--- config.mk ---
export PLATFORM = sky130hd
export DESIGN_NAME = gcr_four_to_five_bit_packer_core
export DESIGN_NICKNAME = d
export VERILOG_FILES = /design/src/rtl/core/gcrp_pkg.sv /design/src/rtl/core/gcrp_pack.sv /design/src/rtl/core/gcrp_out.sv /design/src/rtl/core/gcr_four_to_five_bit_packer_core.sv
export SDC_FILE = /design/constraint.sdc
export NUM_CORES = 1
export LEC_CHECK = 0
export ABC_CLOCK_PERIOD_IN_PS = 2100
export BUFFER_PORTS_ARGS = -buffer_cell sky130_fd_sc_hd__buf_2
export CAP_MARGIN = 10
export CORE_UTILIZATION = 53
export DETAILED_ROUTE_END_ITERATION = 6
export PLACE_DENSITY_LB_ADDON = 0.3
export SETUP_SLACK_MARGIN = 0.4
export SKIP_LAST_GASP = 1
export SLEW_MARGIN = 40
export SYNTH_ARGS = -nofsm -noshare
export SYNTH_HDL_FRONTEND = slang
export SYNTH_SLANG_ARGS = --single-unit
--- constraint.sdc ---
create_clock -name clk -period 2.1 [get_ports clk]
set_clock_uncertainty 0.05 [all_clocks]
set_input_delay 0.105 -clock clk [delete_from_list [all_inputs] [get_ports clk]]
set_output_delay 0.105 -clock clk [all_outputs]
set_load 0.02 [all_outputs]
--- src/rtl/core/gcrp_pkg.sv ---
// shared types, constants and the group code table for the 4b/5b packer
package gcrp_pkg;

    localparam int ByteW  = 8;
    localparam int NibW   = 4;
    localparam int CodeW  = 5;
    localparam int PhaseW = 2;
    localparam int AccW   = 2 * ByteW;

    localparam logic [NibW-1:0] NibbleMask = 4'b1111;

    typedef enum logic
    {
        REQ_ENCODE = 1'b0,
        REQ_RAW    = 1'b1
    } req_t;

    // one or two finished bytes produced by a single input word
    typedef struct packed
    {
        logic [ByteW-1:0] byte0;
        logic [ByteW-1:0] byte1;
        logic             two;
    } res_t;

    function automatic logic [CodeW-1:0] gcr_code(input logic [NibW-1:0] nib);
        logic [CodeW-1:0] code;
        unique case (nib)
            4'h0: code = 5'h0A;
            4'h1: code = 5'h0B;
            4'h2: code = 5'h12;
            4'h3: code = 5'h13;
            4'h4: code = 5'h0E;
            4'h5: code = 5'h0F;
            4'h6: code = 5'h16;
            4'h7: code = 5'h17;
            4'h8: code = 5'h09;
            4'h9: code = 5'h19;
            4'hA: code = 5'h1A;
            4'hB: code = 5'h1B;
            4'hC: code = 5'h0D;
            4'hD: code = 5'h1D;
            4'hE: code = 5'h1E;
            4'hF: code = 5'h15;
        endcase
        return code;
    endfunction

endpackage

--- src/rtl/core/gcrp_pack.sv ---
// bit phase and pending byte state with the combinational packing logic
module gcrp_pack
    import gcrp_pkg::*;
(
    input  logic              clk,
    input  logic              rst_n,
    input  req_t              item_req,
    input  logic [ByteW-1:0]  item_data,
    input  logic              advance,
    output res_t              res,
    output logic [PhaseW-1:0] phase
);

    logic [PhaseW-1:0]    phase_reg;
    logic [PhaseW-1:0]    phase_next;
    logic [ByteW-1:0]     pending_reg;
    logic [ByteW-1:0]     pending_next;
    logic [PhaseW:0]      held_bits;
    logic [ByteW-1:0]     held_mask;
    logic [ByteW-1:0]     held;
    logic [2*CodeW-1:0]   code10;
    logic [AccW-1:0]      raw_acc;
    logic [AccW-1:0]      enc_acc;
    logic [AccW-1:0]      acc;
    logic                 is_raw;
    logic                 two;

    assign held_bits = {phase_reg, 1'b0};
    // keep only the top 2*phase bits of the pending byte
    assign held_mask = ~(8'hFF >> held_bits);
    assign held      = pending_reg & held_mask;
    assign code10    = {gcr_code(item_data[7:4] & NibbleMask),
                        gcr_code(item_data[3:0] & NibbleMask)};
    assign is_raw    = (item_req == REQ_RAW);

    assign raw_acc = {held, 8'h00}
                   | ({8'h00, item_data} << (4'd8 - {1'b0, held_bits}));
    assign enc_acc = {held, 8'h00}
                   | ({6'h00, code10} << (4'd6 - {1'b0, held_bits}));
    assign acc     = is_raw ? raw_acc : enc_acc;
    assign two     = !is_raw && (phase_reg == 2'd3);

    assign res.byte0 = acc[AccW-1:ByteW];
    assign res.byte1 = acc[ByteW-1:0];
    assign res.two   = two;
    assign phase     = phase_reg;

    always_comb
    begin
        phase_next   = phase_reg;
        pending_next = pending_reg;
        if (advance)
        begin
            if (two)
            begin
                phase_next   = '0;
                pending_next = '0;
            end
            else
            begin
                pending_next = acc[ByteW-1:0];
                phase_next   = is_raw ? phase_reg : phase_reg + 2'd1;
            end
        end
    end

    always_ff @(posedge clk or negedge rst_n)
    begin
        if (!rst_n)
        begin
            phase_reg   <= '0;
            pending_reg <= '0;
        end
        else
        begin
            phase_reg   <= phase_next;
            pending_reg <= pending_next;
        end
    end

endmodule

--- src/rtl/core/gcrp_out.sv ---
// result register that hands out one or two bytes per input word
module gcrp_out
    import gcrp_pkg::*;
(
    input  logic             clk,
    input  logic             rst_n,
    input  res_t             res_in,
    input  logic             load,
    output logic             can_load,
    output logic             m_tvalid,
    input  logic             m_tready,
    output logic [ByteW-1:0] m_tdata,   // out_byte[7:0]
    output logic             m_tlast    // last_of_run
);

    logic valid_reg;
    logic valid_next;
    logic idx_reg;
    logic idx_next;
    res_t res_reg;
    logic last;
    logic done;

    assign last     = !res_reg.two || idx_reg;
    assign done     = valid_reg && m_tready && last;
    assign can_load = !valid_reg || done;

    assign m_tvalid = valid_reg;
    assign m_tdata  = idx_reg ? res_reg.byte1 : res_reg.byte0;
    assign m_tlast  = last;

    always_comb
    begin
        valid_next = valid_reg;
        idx_next   = idx_reg;
        if (load)
        begin
            valid_next = 1'b1;
            idx_next   = 1'b0;
        end
        else if (done)
        begin
            valid_next = 1'b0;
            idx_next   = 1'b0;
        end
        else if (valid_reg && m_tready)
        begin
            idx_next = 1'b1;
        end
    end

    always_ff @(posedge clk or negedge rst_n)
    begin
        if (!rst_n)
        begin
            valid_reg <= 1'b0;
            idx_reg   <= 1'b0;
        end
        else
        begin
            valid_reg <= valid_next;
            idx_reg   <= idx_next;
        end
    end

    always_ff @(posedge clk)
    begin
        if (load)
        begin
            res_reg <= res_in;
        end
    end

endmodule

--- src/rtl/core/gcr_four_to_five_bit_packer_core.sv ---
// top level of the 4b/5b group code packer
//
// input stream: s_tdata carries the byte, s_tuser selects the request
// (0 = encode both nibbles through the group code table, 1 = insert raw).
// output stream: m_tdata carries each completed stream byte, msb first;
// m_tlast marks the final byte produced by one input word.
// an encode adds 10 bits and a raw insert 8 bits to the bit stream; a word
// leaves one byte, except an encode at bit phase 3, which leaves two.
// pipeline: input register -> packing logic -> result register, so the
// first byte of a word shows on m_tvalid once the word has moved from
// the input register into the result register.
// throughput: one word per cycle while each word gives one byte and the
// receiver keeps m_tready high; a two-byte word holds the result register
// until both bytes leave, since the output port moves one byte per cycle.
// reset clears the bit phase, the pending byte and all valid flags.
// when the receiver stalls, the result register holds its byte, the input
// register still takes one more word, and s_tready then drops until the
// result register frees up.
module gcr_four_to_five_bit_packer_core
    import gcrp_pkg::*;
(
    input  logic             clk,
    input  logic             rst_n,
    input  logic             s_tvalid,
    output logic             s_tready,
    input  logic [ByteW-1:0] s_tdata,   // data_byte[7:0]
    input  logic             s_tuser,   // req_type
    output logic             m_tvalid,
    input  logic             m_tready,
    output logic [ByteW-1:0] m_tdata,   // out_byte[7:0]
    output logic             m_tlast    // last_of_run
);

    // input register
    logic              s1_valid_reg;
    logic              s1_valid_next;
    req_t              s1_req_reg;
    logic [ByteW-1:0]  s1_data_reg;

    logic              in_take;
    logic              advance;
    logic              can_load;
    res_t              res;
    logic [PhaseW-1:0] phase;

    // a word moves into the result register when that register is free
    assign advance  = s1_valid_reg && can_load;
    assign s_tready = !s1_valid_reg || advance;
    assign in_take  = s_tvalid && s_tready;

    always_comb
    begin
        s1_valid_next = s1_valid_reg;
        if (in_take)
        begin
            s1_valid_next = 1'b1;
        end
        else if (advance)
        begin
            s1_valid_next = 1'b0;
        end
    end

    always_ff @(posedge clk or negedge rst_n)
    begin
        if (!rst_n)
        begin
            s1_valid_reg <= 1'b0;
        end
        else
        begin
            s1_valid_reg <= s1_valid_next;
        end
    end

    always_ff @(posedge clk)
    begin
        if (in_take)
        begin
            s1_req_reg  <= req_t'(s_tuser);
            s1_data_reg <= s_tdata;
        end
    end

    // packing state and logic
    gcrp_pack u_pack
    (
        .clk       (clk),
        .rst_n     (rst_n),
        .item_req  (s1_req_reg),
        .item_data (s1_data_reg),
        .advance   (advance),
        .res       (res),
        .phase     (phase)
    );

    // result register and byte sequencing
    gcrp_out u_out
    (
        .clk      (clk),
        .rst_n    (rst_n),
        .res_in   (res),
        .load     (advance),
        .can_load (can_load),
        .m_tvalid (m_tvalid),
        .m_tready (m_tready),
        .m_tdata  (m_tdata),
        .m_tlast  (m_tlast)
    );

    // a two-byte result only comes from an encode at phase 3
    assert property (@(posedge clk) disable iff (!rst_n)
        advance && res.two |-> phase == 2'd3 && s1_req_reg == REQ_ENCODE)
        else $error("two-byte result outside phase 3 encode");

    // after a two-byte result is loaded the phase is back at zero
    assert property (@(posedge clk) disable iff (!rst_n)
        advance && res.two |=> phase == 2'd0)
        else $error("phase not cleared after two-byte result");

    // a non-final byte is always followed by another byte of the same word
    assert property (@(posedge clk) disable iff (!rst_n)
        m_tvalid && !m_tlast |=> m_tvalid)
        else $error("second byte of a word lost");

    // a held-back input means the input register is occupied
    assert property (@(posedge clk) disable iff (!rst_n)
        !s_tready |-> s1_valid_reg && !can_load)
        else $error("input stalled without cause");

endmodule

### Word-level counts from Yosys, hierarchy flattened

Memories as Yosys holds them, arrays and structs flattened. A register that Yosys moved wholly into a read port is not among the register bits.
Cells that the tools add are included.

* shift-type cells: 3
* multiplexer cells: 14
* bitwise gates (word level): 4
* equal/unequal tests: 2
* reductions and logical operators: 16
* $add $sub $neg: 3

Operator list (count)
* 16-bit bitwise OR: 2
* 16-bit two-way mux: 1
* 8-bit two-way mux: 2
* 10-bit by 4-bit << shifter with 16-bit output: 1
* 8-bit by 4-bit << shifter with 16-bit output: 1
* 8-bit bitwise AND: 1
* 4-bit two-way mux: 2
* 8-bit NOT: 1
* 8-bit by 3-bit >> shifter with 8-bit output, first input constant: 1
* 1-bit two-way mux: 7
* 1-bit logical AND: 5
* 1-bit zero test: 4
* 2-bit two-way mux: 2
* 2-bit nonzero test: 2
* 3-bit by 3-bit subtractor with 4-bit output, first input constant: 1
* 4-bit by 3-bit subtractor with 4-bit output, first input constant: 1
* 1-bit logical OR: 3
* 3-bit nonzero test: 1
* 2-bit by 1-bit adder with 2-bit output, second input constant: 1
* 2-bit equality test, second input constant: 1
* 2-bit by 1-bit != test with 1-bit output, second input constant: 1
* 2-bit AND reduction: 1

* output and inout port bits: 11
* flip-flop bits (word level): 39
* memories kept: 2
* logic and storage cells: 54
* bits in read-only memories: 160

Memory list
* (no name shown): words 16, width 5, rd ports 1, clocked after Yosys merged registers in 1, wr ports 0, RTL line gcrp_pkg.sv:28 `unique case (nib)`
* (no name shown): words 16, width 5, rd ports 1, clocked after Yosys merged registers in 1, wr ports 0, RTL line gcrp_pkg.sv:28

### Logic depth before layout (Yosys ltp)

Gate-level depths: netlist (run 1).

* depth after elaboration: 8
* gate-level depth with buffers: 9
* mapped depth without buffers: 6

### By module

From an unflattened synthesis (run 1), not the netlist that was laid out.

* cells, all modules: 216
* area, all modules: 2384.8 µm²

Modules (own cells, without submodules)
* gcrp_pack: seq. area each 200.2 µm², area each 1308.8 µm², cells an instance 166, instances 1
* gcrp_out: seq. area each 560.5 µm², area each 745.7 µm², cells an instance 36, instances 1
* gcr_four_to_five_bit_packer_core: seq. area each 295.3 µm², area each 330.3 µm², cells an instance 14, instances 1

### Least setup slack after synthesis (run 1)

OpenSTA, ideal clock, no wires.

* kind: reg-to-reg
* start: register u_pack.phase_reg[1] (netlist: u_pack.phase[1])
* end: register u_pack.pending_reg[6]
* cell stages (with the launch flop): 9
* slack: -0.038 ns
* arrival: 1.967 ns
* clock period less this slack: 2.138 ns
* path buffers: 2
* data required time: 1.929 ns
* path through: dfrtp_1 -> buf_2 -> inv_2 -> ha_1 -> buf_6 -> mux4_2 -> nand2_1 -> o221ai_2 -> a22o_1

RTL lines
* from (decl): RTL line gcrp_pack.sv:14 `logic [PhaseW-1:0] phase_reg;`
* from (signal assigned): RTL line gcrp_pack.sv:76 `phase_reg <= phase_next;`
* to (signal assigned): RTL line gcrp_pack.sv:77 `pending_reg <= pending_next;`
* to (decl): RTL line gcrp_pack.sv:16 `logic [ByteW-1:0] pending_reg;`

==> impl_metrics.yaml, run 1 <==
run_status:
  status: "complete, but fails checks"
  violations: "DRC"
power_and_ir_drop:
  peakVddDrop_mv: 0.785
  pwr_density_cell_mw_per_mm2: 1530
  netSwitchingFraction_pct: 40.1
  pwr-share-comb_pct: 59.5
  p_switching_uw: 1990
  p_int_uw: 2980
  pwr-share-clk_pct: 10.3
  p_seq_share_pct: 30.1
  leakage_uw: 0.00136
  finalPower_uw: 4980
logic_synthesis:
  syn_avg_cell_area_um2: 10.7
  yosys-top-cells-area: "edfxtp_1 31%, mux2i_1 11%, dfrtp_1 11%"
  ys_top_cells_by_count: "29 x mux2i_1, 26 x edfxtp_1, 20 x a21oi_1, 20 x nand2_1, 15 x nor2_1"
  synth-edff-count: 26
  ys.warnings.count: 0
  syn_area_mm2: 0.00254
  synth_largest_area_cell: "edfxtp_1"
  synth_cell_types: 44
  ys_seq_area_share_pct: 49.4
  synthFlopType: "edfxtp_1"
  yosysTopAreaCellShare_pct: 30.7
  ys_async_sr_fraction_pct: 23.4
  syn-instance-count: 237
  yosysMostFrequentCell: "mux2i_1"
  syn-num-nets: 252
  ys_ff_latch: 47
timing:
  setup_viol: 0
  fin_crit_sh_pct: 88.5
  min_period_ns: 1.86
  grt_setup_unrepaired: "yes"
  slew_headroom_pct: 74.7
  fmax_mhz: 538
  tightest_slew_ns: 0.376
  finalSetupTns_ns: 0
  slew_viol_final: 0
  hold_viol_final: 0
  fin_ws_ns: 0.241
clocking:
  cts_made_buffers: 5
  cts.sinks: 47
  clk_latency_ns: 0.30
  cts_buffer_depth: 2
  cts_tree: "done"
  clkTransAtPathRegs_ns: 0.08
  htreeDepth: 2
  root_buffer: "clkbuf_8"
drt:
  drt_wl_total_mm: 6.17
  final_antenna_net_count: 0
  num_vias: 2074
  via_per_inst: 6.03
  post_drt_wl_per_cell_um: 17.9
  post-route-drc-count: 3
  drt-initial-drc-count: 147
  drt_first_pass_iters: 7
floorplan:
  die_h_um: 71.3
  coreArea_mm2: 0.00447
  num_rows: 24
  start_util_pct: 56.9
  num_io_pins: 24
  die_x_um: 71.3
  dieArea_mm2: 0.00508
run:
  cap_violations: 0
placed_design:
  dpl.hpwl_mm: 3.79
  dpl.cell_count: 305
  place_ws_ns: 0.126
  io_buffers: 23
  gp_congestion: 0.907
global_route:
  grt.total_usage_pct: 23.4
  grt_pass1_vias: 1913
  grt_max_degree: 35
  grt-ovfl-total: 0
  antenna_found_initial: 0
  grt_pass1_wl_mm: 9.03
min_path:
  hp-class: "primary input to asynchronous set/reset pin"
setup_path:
  crit_required_ns: 2.10
  cp.arrival_ns: 1.86
  cp.buffers_inverters: 2
  critical_path_class: "flip-flop to flip-flop"
  cpMaxStageDelayCell: "dfrtp_1"
  max_stage_delay_ns: 0.38
  worst_setup_path_start_kind: "flip-flop"
  critPathMaxFanout: 6
  rrSetupSlack_ns: 0.24
  cp_cell_sequence: "inv_2 -> ha_4 -> buf_6 -> mux2i_4 -> o21ai_2 -> a21oi_2 -> o221ai_2"
  crit_family: "flip-flops"
  end_kind: "flip-flop"
final_layout:
  layout-drive-gt1-share_pct: 33.6
  utilization_pct: 72.8
  fillCellCount: 317
  finalNetCount: 306
  finalNonFillerCells: 344
  area_delta_synth_final_pct: 28.1
  diodes: 0
  largest_reg_flops: 17
==> power groups by stage <==
stage	logic, uW	clock network [uW]	registers (uW)
after floorplan	1700	0	1440
after global placement	2030	0	1500
after detailed placement	2070	0	1500
after CTS	2440	528	1490
after global routing	3150	557	1520
final	2960	515	1500
==> final timing paths <==
check	end	cells past startpoint	start
setup / recovery	u_out.res_reg[14]	7	u_pack.phase[0]
hold / removal	s1_valid_reg	2	rst_n
setup reg to reg	u_out.res_reg[14]	7	u_pack.phase[0]
hold reg to reg	u_pack.pending_reg[6]	1	u_pack.pending_reg[6]
max in group asynchronous	u_pack.pending_reg[2]	2	rst_n
min in group clk	u_out.idx_reg	4	m_tready
==> routing by layer <==
metal  track usage [%]  part of all wire (%)  routed length (um)
met2              39.0                    49                3010
met5                 0                     0                   0
met1              30.3                    42                2590
met4              8.22                   2.4                 150
met3              5.20                   6.8                 422
==> final cells by class <==
| class | count | area [um2] | share of cell area [%] |
|---|---|---|---|
| clock inverters | 1 | 5.00 | 0.154 |
| flip-flops and latches | 47 | 1260 | 38.5 |
| inverters | 14 | 55.1 | 1.69 |
| repair buffers | 60 | 470 | 14.4 |
| multi-input cells | 163 | 1330 | 40.8 |
| clock buffers | 7 | 76.3 | 2.34 |
| well taps | 52 | 65.1 | 2.00 |
==> kinds of logic after synthesis <==
group	synth area share, %
AOI/OAI and AO/OA	16.7
adders and majority gates	0.983
buffers and inverters	5.01
DFF	49.4
muxes	17.6
and+or+nand+nor	10.3
==> per-stage QoR <==
| stage | instance area (um2) | hold slack [ns] |
|---|---|---|
| 6_report | 3260 | 0.144 |
| 5_1_grt | 3260 | 0.177 |
| 4_1_cts | 3040 | 0.126 |
| 3_5_place_dp | 2720 | -0.0544 |
| 3_3_place_gp | 2720 | -0.0630 |
| 2_1_floorplan | 2570 | -0.241 |
==> cell usage in the layout (no fill, tap or decap), drive strengths merged, types with 4 or more instances in the layout <==
master / count
a22o: 5
buf: 48
nand2b: 5
mux2: 12
edfxtp: 26
a21boi: 5
o21ai: 9
nand2: 20
mux2i: 29
nand3: 4
dfxtp: 10
inv: 14
a21oi: 20
dfrtp: 11
clkbuf: 8
o221ai: 5
dlygate4sd3: 11
nor2: 15
nor2b: 7
==> timing repair <==
action,4_1_cts,5_1_grt
setup endpoints to repair,18,48
resized for setup,18,18
hold buffers,11,0
hold endpoints to repair,23,0
cloned,0,1
pin swaps,7,8
setup buffers,9,10
Note: power is estimated with default switching activity, not from simulation.
==> inputs of run 2 (changes only) <==
--- a/config.mk
+++ b/config.mk
@@ -10,7 +10,7 @@
 export CAP_MARGIN = 10
 export CORE_UTILIZATION = 53
 export DETAILED_ROUTE_END_ITERATION = 6
-export PLACE_DENSITY_LB_ADDON = 0.3
+export PLACE_DENSITY = 0.71
 export SETUP_SLACK_MARGIN = 0.4
 export SKIP_LAST_GASP = 1
 export SLEW_MARGIN = 40
==> impl_metrics.yaml, run 2 (synthesis results as in run 1) <==
run_status:
  status: "complete, but fails checks"
  violations: "DRC"
power_and_ir_drop:
  pwr_density_cell_mw_per_mm2: 1490
  peakVddDrop_mv: 0.739
  leakage_uw: 0.00132
final_layout:
  utilization_pct: 70.7
  diodes: 0
  fillCellCount: 333
  finalNonFillerCells: 338
  fin_area_mm2: 0.00316
  area_delta_synth_final_pct: 24.2
  largest_reg_flops: 17
  finalNetCount: 300
  layout-drive-gt1-share_pct: 30.4
  regArea_mm2: 0.00126
  multi_input_area_mm2: 0.00131
  final_common_cell: "edfxtp_1"
  final_cell_mix: "26 x edfxtp_1, 25 x mux2i_1, 24 x buf_2"
setup_path:
  critPathMaxFanout: 6
  cpMaxStageDelayCell: "mux4_2"
  cp.buffers_inverters: 1
  crit_required_ns: 2.24
  critical_path_depth: 6
  reg2reg_depth: 6
  crit_family: "multiplexers"
  critical_path_class: "flip-flop to flip-flop"
  reg2reg_to: "u_pack.pending_reg[6]"
  end_kind: "flip-flop"
  cp_cell_sequence: "inv_4 -> ha_4 -> mux4_2 -> nand2_1 -> o221ai_2 -> a22o_1"
  max_stage_delay_ns: 0.53
  worst_setup_path_start_kind: "flip-flop"
  r2r-start: "u_pack.phase[1]"
  rrSetupSlack_ns: 0.28
  cp.arrival_ns: 1.96
clocking:
  root_buffer: "clkbuf_8"
  clk_latency_ns: 0.30
  cts_made_buffers: 5
  clkTransAtPathRegs_ns: 0.08
  cts.sinks: 47
  cts_buffer_depth: 2
  htreeDepth: 2
  cts_tree: "done"
global_route:
  antenna_found_initial: 0
  grt.total_usage_pct: 23.4
  grt_max_degree: 26
  grt_pass1_vias: 1887
  grt-ovfl-total: 0
  grt_pass1_wl_mm: 8.98
placed_design:
  io_buffers: 23
  gp_congestion: 0.894
  dpl_cell_area_mm2: 0.00273
  dpl.hpwl_mm: 3.90
  place_ws_ns: 0.167
  dpl.cell_count: 306
timing:
  finalSetupTns_ns: 0
  setup_viol: 0
  slew_headroom_pct: 76.4
  grt_setup_unrepaired: "yes"
  fin_ws_ns: 0.277
  tightest_slew_ns: 0.348
  fin_crit_sh_pct: 86.8
  slew_viol_final: 0
  hold_viol_final: 0
  fmax_mhz: 548
  min_period_ns: 1.82
drt:
  post-route-drc-count: 2
  drt-initial-drc-count: 180
  num_vias: 1975
  final_antenna_net_count: 0
  drt_first_pass_iters: 6
  post_drt_wl_per_cell_um: 16.9
  via_per_inst: 5.84
  drt_wl_total_mm: 5.73
min_path:
  min_to: "u_out.idx_reg"
  hp-class: "primary input to flip-flop"
  hold_depth: 4
  hold_start: "m_tready"
floorplan:
  dieArea_mm2: 0.00508
  die_h_um: 71.3
  die_x_um: 71.3
  num_io_pins: 24
  num_rows: 24
  start_util_pct: 56.9
  coreArea_mm2: 0.00447
run:
  cap_violations: 0
==> run 2: cell type report <==
class | count | area share [%]
Clock buffer | 7 | 2.41
Sequential cell | 47 | 39.7
Timing Repair Buffer | 54 | 12.4
Clock inverter | 1 | 0.158
Inverter | 14 | 1.74
Tap cell | 52 | 2.06
Multi-Input combinational cell | 163 | 41.5
==> run 2: worst max-delay path by stage <==
stage                                  to       startpoint  slack, ns
detailed placement  u_pack.pending_reg[6]  u_pack.phase[0]       0.17
finish              u_pack.pending_reg[6]  u_pack.phase[1]       0.28
floorplan           u_pack.pending_reg[6]  u_pack.phase[1]       0.09
CTS                 u_pack.pending_reg[6]  u_pack.phase[0]       0.28
global placement    u_pack.pending_reg[6]  u_pack.phase[0]       0.21
global route        u_pack.pending_reg[6]  u_pack.phase[1]       0.24
==> run 2: worst min-delay path: stages <==
cell and delay (ns):
buf_2 0.10, mux2_2 0.14, nand2_1 0.04, o21ai_1 0.06
==> run 2: stage by stage <==
step	total power (uW)	hold slack, ns
detailed placement	3600	-0.0592
finish	4700	0.143
global placement	3570	-0.0650
CTS	4310	0.136
global route	4970	0.164
floorplan	3140	-0.241
==> run 2: what timing repair did <==
action | CTS | global route
setup buffers | 6 | 7
pin swaps | 4 | 8
hold endpoints to repair | 23 | 0
hold buffers | 11 | 0
setup endpoints to repair | 16 | 54
gates resized for setup | 5 | 26
==> run 2: metal layers <==
metal	GRT usage, %	part of all wire (%)	vias up
met1	30.8	46	922
met4	9.33	2.0	0
li1	-	-	967
met2	37.7	47	74
met5	0	0	-
met3	5.63	5.2	12
==> run 2: power breakdown <==
part / internal (uW) / switching [uW]
Sequential: 1320 / 165
Combinational: 1260 / 1440
Clock: 234 / 288
Total: 2810 / 1900
